[src/lwf_pkg.sv]
// Shared types, widths and command and status codes for the lock wait queue.
`timescale 1ns / 1ps
`default_nettype none

package lwf_pkg;

   localparam int DEPTH_DEFAULT = 16;

   localparam int SEQ_W  = 32;
   localparam int USER_W = 16;
   localparam int KIND_W = 8;
   localparam int CMD_W  = 2;
   localparam int STAT_W = 2;

   localparam logic [CMD_W-1:0] CMD_INSERT = 2'd0;
   localparam logic [CMD_W-1:0] CMD_POP    = 2'd1;
   localparam logic [CMD_W-1:0] CMD_REMOVE = 2'd2;

   localparam logic [STAT_W-1:0] STAT_DONE  = 2'd0;
   localparam logic [STAT_W-1:0] STAT_FULL  = 2'd1;
   localparam logic [STAT_W-1:0] STAT_EMPTY = 2'd2;

   typedef struct packed {
      logic [SEQ_W-1:0]  seq;
      logic [USER_W-1:0] user;
      logic [KIND_W-1:0] kind;
   } entry_type;

endpackage

`default_nettype wire

[src/lock_wait_fifo_with_match_removal.sv]
// Lock wait queue: circular buffer in one memory with pop and remove-matching compaction.
//
//   channel   direction   ports
//   req       in          req_valid, req_ready, req_cmd, req_seq_number, req_user_ident,
//                         req_lock_kind
//   rsp       out         rsp_valid, rsp_ready, rsp_status, rsp_head_seq, rsp_head_user,
//                         rsp_head_kind, rsp_removed_count, rsp_occupancy
//
// Insert, refused commands and the unused code answer at once; pop answers from the
// registered memory read. Remove-matching streams every queued entry through a compare
// on the memory's read port and writes survivors back on its write port, then answers.
// Reset is synchronous and empties the queue; memory contents are not cleared.
// A result waits in the output register; the next transaction is taken once it can move on.
`timescale 1ns / 1ps
`default_nettype none

module lock_wait_fifo_with_match_removal #(
   parameter int DEPTH = lwf_pkg::DEPTH_DEFAULT,
   localparam int PTR_W = (DEPTH > 1) ? $clog2(DEPTH) : 1,
   localparam int CNT_W = $clog2(DEPTH + 1)
) (
   input  wire                          clock,
   input  wire                          reset,
   input  wire                          req_valid,
   output logic                         req_ready,
   input  wire  [lwf_pkg::CMD_W-1:0]    req_cmd,
   input  wire  [lwf_pkg::SEQ_W-1:0]    req_seq_number,
   input  wire  [lwf_pkg::USER_W-1:0]   req_user_ident,
   input  wire  [lwf_pkg::KIND_W-1:0]   req_lock_kind,
   output logic                         rsp_valid,
   input  wire                          rsp_ready,
   output logic [lwf_pkg::STAT_W-1:0]   rsp_status,
   output logic [lwf_pkg::SEQ_W-1:0]    rsp_head_seq,
   output logic [lwf_pkg::USER_W-1:0]   rsp_head_user,
   output logic [lwf_pkg::KIND_W-1:0]   rsp_head_kind,
   output logic [CNT_W-1:0]             rsp_removed_count,
   output logic [CNT_W-1:0]             rsp_occupancy
);

   localparam logic [PTR_W:0]   DEPTH_P = (PTR_W + 1)'(DEPTH);
   localparam logic [CNT_W-1:0] FULL_C  = CNT_W'(DEPTH);

   typedef enum logic [1:0] {S_IDLE, S_POP, S_REM, S_REM_END} state_type;

   function automatic logic [PTR_W-1:0] wrap_add(input logic [PTR_W-1:0] base,
                                                 input logic [PTR_W-1:0] off);
      logic [PTR_W:0] sum;
      sum = {1'b0, base} + {1'b0, off};
      if (sum >= DEPTH_P) begin
         sum = sum - DEPTH_P;
      end
      return sum[PTR_W-1:0];
   endfunction

   state_type               state_ff, state_in;
   logic [CNT_W-1:0]        count_ff, count_in;
   logic [PTR_W-1:0]        head_ff, head_in;
   logic [PTR_W-1:0]        rd_idx_ff, rd_idx_in;
   logic [CNT_W-1:0]        w_ff, w_in;
   logic [CNT_W-1:0]        removed_ff, removed_in;
   lwf_pkg::entry_type      key_ff, key_in;

   logic                            rsp_valid_ff, rsp_valid_in;
   logic [lwf_pkg::STAT_W-1:0]      rsp_status_ff, rsp_status_in;
   lwf_pkg::entry_type              rsp_head_ff, rsp_head_in;
   logic [CNT_W-1:0]                rsp_removed_ff, rsp_removed_in;
   logic [CNT_W-1:0]                rsp_occ_ff, rsp_occ_in;

   lwf_pkg::entry_type      entry_mem [DEPTH];
   lwf_pkg::entry_type      rd_data_ff;
   lwf_pkg::entry_type      wr_data;
   logic                    rd_en, wr_en;
   logic [PTR_W-1:0]        rd_addr, wr_addr;

   lwf_pkg::entry_type      req_entry;
   logic                    rsp_free;
   logic                    match;

   assign req_entry = '{seq: req_seq_number, user: req_user_ident, kind: req_lock_kind};
   assign rsp_free  = !rsp_valid_ff || rsp_ready;
   assign req_ready = (state_ff == S_IDLE) && rsp_free;
   assign match     = (rd_data_ff == key_ff);

   always_comb begin
      state_in       = state_ff;
      count_in       = count_ff;
      head_in        = head_ff;
      rd_idx_in      = rd_idx_ff;
      w_in           = w_ff;
      removed_in     = removed_ff;
      key_in         = key_ff;
      rsp_valid_in   = rsp_valid_ff && !rsp_ready;
      rsp_status_in  = rsp_status_ff;
      rsp_head_in    = rsp_head_ff;
      rsp_removed_in = rsp_removed_ff;
      rsp_occ_in     = rsp_occ_ff;
      rd_en          = 1'b0;
      rd_addr        = head_ff;
      wr_en          = 1'b0;
      wr_addr        = head_ff;
      wr_data        = req_entry;

      case (state_ff)
         S_IDLE: begin
            if (req_valid && req_ready) begin
               // Most commands answer at once; these are the common result fields.
               rsp_valid_in   = 1'b1;
               rsp_status_in  = lwf_pkg::STAT_DONE;
               rsp_head_in    = '0;
               rsp_removed_in = '0;
               rsp_occ_in     = count_ff;
               case (req_cmd)
                  lwf_pkg::CMD_INSERT: begin
                     if (count_ff == FULL_C) begin
                        rsp_status_in = lwf_pkg::STAT_FULL;
                     end else begin
                        wr_en      = 1'b1;
                        wr_addr    = wrap_add(head_ff, count_ff[PTR_W-1:0]);
                        count_in   = count_ff + 1'b1;
                        rsp_occ_in = count_ff + 1'b1;
                     end
                  end
                  lwf_pkg::CMD_POP: begin
                     if (count_ff == '0) begin
                        rsp_status_in = lwf_pkg::STAT_EMPTY;
                     end else begin
                        rsp_valid_in = 1'b0;
                        rd_en        = 1'b1;
                        state_in     = S_POP;
                     end
                  end
                  lwf_pkg::CMD_REMOVE: begin
                     if (count_ff != '0) begin
                        rsp_valid_in = 1'b0;
                        rd_en        = 1'b1;
                        key_in       = req_entry;
                        rd_idx_in    = '0;
                        w_in         = '0;
                        removed_in   = '0;
                        state_in     = S_REM;
                     end
                  end
                  default: begin
                  end
               endcase
            end
         end
         S_POP: begin
            if (rsp_free) begin
               rsp_valid_in   = 1'b1;
               rsp_status_in  = lwf_pkg::STAT_DONE;
               rsp_head_in    = rd_data_ff;
               rsp_removed_in = '0;
               rsp_occ_in     = count_ff - 1'b1;
               count_in       = count_ff - 1'b1;
               head_in        = wrap_add(head_ff, PTR_W'(1));
               state_in       = S_IDLE;
            end
         end
         S_REM: begin
            // Survivors are written back at the trailing write index, which never
            // passes the read index, so the next read always sees unmodified data.
            if (match) begin
               removed_in = removed_ff + 1'b1;
            end else begin
               wr_en   = 1'b1;
               wr_addr = wrap_add(head_ff, w_ff[PTR_W-1:0]);
               wr_data = rd_data_ff;
               w_in    = w_ff + 1'b1;
            end
            if ((CNT_W'(rd_idx_ff) + 1'b1) < count_ff) begin
               rd_en     = 1'b1;
               rd_addr   = wrap_add(head_ff, rd_idx_ff + 1'b1);
               rd_idx_in = rd_idx_ff + 1'b1;
            end else begin
               state_in = S_REM_END;
            end
         end
         S_REM_END: begin
            if (rsp_free) begin
               rsp_valid_in   = 1'b1;
               rsp_status_in  = lwf_pkg::STAT_DONE;
               rsp_head_in    = '0;
               rsp_removed_in = removed_ff;
               rsp_occ_in     = w_ff;
               count_in       = w_ff;
               state_in       = S_IDLE;
            end
         end
         default: begin
            state_in = S_IDLE;
         end
      endcase
   end

   always_ff @(posedge clock) begin
      if (reset) begin
         state_ff     <= S_IDLE;
         count_ff     <= '0;
         head_ff      <= '0;
         rsp_valid_ff <= 1'b0;
      end else begin
         state_ff     <= state_in;
         count_ff     <= count_in;
         head_ff      <= head_in;
         rsp_valid_ff <= rsp_valid_in;
      end
      rd_idx_ff      <= rd_idx_in;
      w_ff           <= w_in;
      removed_ff     <= removed_in;
      key_ff         <= key_in;
      rsp_status_ff  <= rsp_status_in;
      rsp_head_ff    <= rsp_head_in;
      rsp_removed_ff <= rsp_removed_in;
      rsp_occ_ff     <= rsp_occ_in;
   end

   always_ff @(posedge clock) begin
      if (wr_en) begin
         entry_mem[wr_addr] <= wr_data;
      end
      if (rd_en) begin
         rd_data_ff <= entry_mem[rd_addr];
      end
   end

   assign rsp_valid         = rsp_valid_ff;
   assign rsp_status        = rsp_status_ff;
   assign rsp_head_seq      = rsp_head_ff.seq;
   assign rsp_head_user     = rsp_head_ff.user;
   assign rsp_head_kind     = rsp_head_ff.kind;
   assign rsp_removed_count = rsp_removed_ff;
   assign rsp_occupancy     = rsp_occ_ff;

   a_count_bound: assert property (@(posedge clock) disable iff (reset)
      count_ff <= FULL_C)
      else $error("queue occupancy exceeds its depth");

   a_write_trails_read: assert property (@(posedge clock) disable iff (reset)
      (state_ff == S_REM) |-> (w_ff <= CNT_W'(rd_idx_ff)))
      else $error("compaction write index overtook the read index");

   a_walk_accounts: assert property (@(posedge clock) disable iff (reset)
      (state_ff == S_REM_END) |->
         ((CNT_W + 1)'(removed_ff) + (CNT_W + 1)'(w_ff) == (CNT_W + 1)'(count_ff)))
      else $error("removed and kept entries do not add up to the occupancy");

   a_insert_grows: assert property (@(posedge clock) disable iff (reset)
      (req_valid && req_ready && req_cmd == lwf_pkg::CMD_INSERT && count_ff != FULL_C)
         |=> (count_ff == $past(count_ff) + 1'b1))
      else $error("accepted insert did not grow the queue");

endmodule

`default_nettype wire
[config.mk]
export PLATFORM = sky130hd
export DESIGN_NAME = lock_wait_fifo_with_match_removal
export DESIGN_NICKNAME = d
export VERILOG_FILES = /design/src/lwf_pkg.sv /design/src/lock_wait_fifo_with_match_removal.sv
export SDC_FILE = /design/constraint.sdc
export NUM_CORES = 1
export LEC_CHECK = 0
export CAP_MARGIN = 20
export CORE_MARGIN = 5
export CORE_UTILIZATION = 40
export CTS_CLUSTER_DIAMETER = 50
export DETAILED_ROUTE_END_ITERATION = 16
export DONT_BUFFER_PORTS = 1
export PLACE_DENSITY = 0.62
export REMOVE_ABC_BUFFERS = 1
export SLEW_MARGIN = 5
export SYNTH_ARGS = -nofsm -noshare
export SYNTH_HDL_FRONTEND = slang
export SYNTH_SLANG_ARGS = --single-unit
[constraint.sdc]
create_clock -name clock -period 13.9 [get_ports clock]
set_clock_uncertainty 0.1 [all_clocks]
set_input_delay 2.78 -clock clock [delete_from_list [all_inputs] [get_ports clock]]
set_output_delay 2.78 -clock clock [all_outputs]
set_load 0.05 [all_outputs]
==> impl_results.md <==
- Vias in the first global route: 25117
- Grt ovf: 0
- DIE AREA: 118000 um^2
- All-Layer GR Usage: 17.8%
- Layout net count: 2887
- H-tree depth: 3
- Peak supply drop: 0.130 mV
- Crit-path leading delay family: simple AND/OR/NAND/NOR gates
- Power Total: 0.00957 W
- Final hold vios: 0
- Postcts setup bufs: 0
- R2R setup slack: 8.10 ns
- Fin Hold WS: 0.395 ns
- Worst-case clock buffer depth: 3
- RSZ-0062 raised after global routing: no
- Max cap viols: 0
- Worst setup SP type: input port
- Clock insertion delay at the later pin of the skew report: 0.71 ns
- Final Setup Violations: 0
- Cell internal pwr: 0.00647 W
- First-pass GRT wire length: 160000 um
- Placeable Area: 111000 um^2
- Yosys warnings: 0
- Worst slew pin tran: 1.14 ns
- Drt pass-1 iters: 7
- Number of flops mapped to enable cells by yosys: 1090
- Placed insts: 4158
- Register area share after synthesis: 74.2%
- Most frequent cell after synthesis: edfxtp_1
- Switching part of the total: 32.4%
- Initial Util: 40.2%
- Syn avg cell area: 15.7 um^2
- Worst setup path class: input port to output port
- Std-Cell Rows: 122
- Detailed Place HPWL: 55600 um
- Worst Hold Class: register to register
- Ys async rst share: 0%
- Clock power frac: 32.0%
- DRC: 0
- Top cells by count, synth: 1090 x edfxtp_1, 252 x nand2_1, 174 x a211oi_1
- Top FF cell, synth: edfxtp_1
- Slowest cell on crit path: and2_1
- Post-route ant nets: 0
- IO buf count: 0
- WL final: 108000 um
- Post-synthesis cell count: 2826
- Status: complete, no violations
- Buf/Inv on CP: 0
- CP endpoint kind: output port
- Fin util: 45.1%
- Drt wl/cell: 24.5 um
- Critical path required time: 11.02 ns
- Final Wtd Congestion: 0.782
- Fin. max-slew vios: 0
- Vias per cell: 5.71
- I/O Pins: 132
- Cell variety after synth: 56
- Fillers: 9500
- Seq pwr share: 48.0%
- Die H: 343 um
- Antenna violations before repair: 7
- Switching power: 0.00310 W
- Synth area leaders: edfxtp_1 74%, a211oi_1 2.9%, mux2i_1 2.6%, and3_1 2.4%, a221oi_1 2.2%
- Mapped cell area: 44400 um^2
- Setup TNS: 0 ns
- Vias: 25069
- Arr. time, crit path: 3.57 ns
- CTS Hold Buffers Added: 0
- Non-filler cells, final: 4387
- Leakage: 16.4 nW
- Part of the cycle the worst path needs: 46.4%
- Total CTS buffers: 119
- DR iter-0 viols: 2343
- CTS root buf: clkbuf_16
- CTS Sinks: 1102
- Largest net degree at the start of global routing: 211
- Slew HR: 24.0%
- Die X: 343 um
- CTS tree: built
- Area Growth Syn to Fin: 12.3%
- Synth area leader: edfxtp_1
- Max incr delay on CP: 0.50 ns
- Worst-path clk slew: 0.06 ns
- Tmin final: 6.45 ns
- Layout cells sized above 1: 11.2%
- Top-area cell type share of the netlist area: 73.7%
- Share of total power in combinational logic: 20.1%
- FF+latch count, synth: 1102
- Worst-path cell chain: nand2b_1 -> and2_1
- CP max FO: 9
- Post-cts resize count: 0
- Achievable frequency: 155 MHz
- Pwr Density: 192 nW/um^2
-- worst paths after layout --
kind	startpoint	end	cells past startpoint
setup / recovery	rsp_ready	req_ready	2
hold reg to reg	state_ff[1]	state_ff[1]	2
hold / removal	state_ff[1]	state_ff[1]	2
setup reg to reg	rd_idx_ff[0]	rd_data_ff[22]	13
-- flip-flops by register name (all words and copies together), names as in the netlist, 8 cells and up --
signal         count
entry_mem        896
key_ff            56
rd_data_ff        56
rsp_head_kind      8
rsp_head_seq      32
rsp_head_user     16
-- final cells by class --
| type | count | area, um^2 | share of cell area, % |
|---|---|---|---|
| inverter | 22 | 86.3 | 0.173 |
| clock inverter | 81 | 751 | 1.51 |
| antenna | 5 | 12.5 | 0.0251 |
| multi-input combinational | 1500 | 10700 | 21.4 |
| tap | 1488 | 1860 | 3.73 |
| clock buffer | 140 | 3080 | 6.17 |
| sequential | 1102 | 33000 | 66.1 |
| timing repair buffer | 49 | 433 | 0.868 |
-- routing by layer --
layer	wire, um	share of wire, %	vias to the layer above	GRT usage, %
met5	57	0.053	-	0
met4	3510	3.3	8	5.97
met3	7700	7.2	218	4.37
met2	50700	47	863	28.7
met1	45700	42	12787	23.8
li1	-	-	11193	-
-- power by group through the flow --
stage	logic, W	registers [W]	clock network, W
CTS	0.00193	0.00460	0.00312
global route	0.00210	0.00462	0.00326
global placement	0.00184	0.00466	0
floorplan	0.00154	0.00462	0
detailed placement	0.00192	0.00466	0
finish	0.00192	0.00459	0.00306
-- placed cells by master, fill, tap and decap left out, types with 9 or more instances in the layout --
cell	count
or4_1	56
clkinv_2	21
nor4_2	17
ha_1	27
a211oi_1	174
a311oi_1	56
nand2_1	249
a21oi_1	127
nor4_1	15
nor2_1	34
mux2_2	59
and3_1	170
dfxtp_1	12
nor3b_1	57
xor2_1	65
mux2i_1	117
inv_6	9
clkinv_1	25
edfxtp_1	1090
buf_4	44
and2_1	67
clkbuf_16	120
o21ai_0	10
clkbuf_1	20
inv_1	20
nand3_1	13
a221oi_1	114
bufinv_16	9
-- logic make-up after synthesis --
kind of cell,Yosys count,synth area share [%]
AOI/OAI and AO/OA,512,8.43
xor gates and xnor gates,73,1.44
adders and majority gates,31,0.924
buffers and inverters,224,2.14
DFF,1102,74.2
muxes,176,4.13
and+or+nand+nor,708,8.69
-- per-stage QoR --
stage          instance area [um^2]  worst slack, ns
2_1_floorplan                 43500             2.04
3_3_place_gp                  46000             7.19
3_5_place_dp                  46000             7.47
4_1_cts                       49800             7.47
5_1_grt                       49900             7.45
6_report                      49900             7.45
Power figures use the tool's default switching activity.
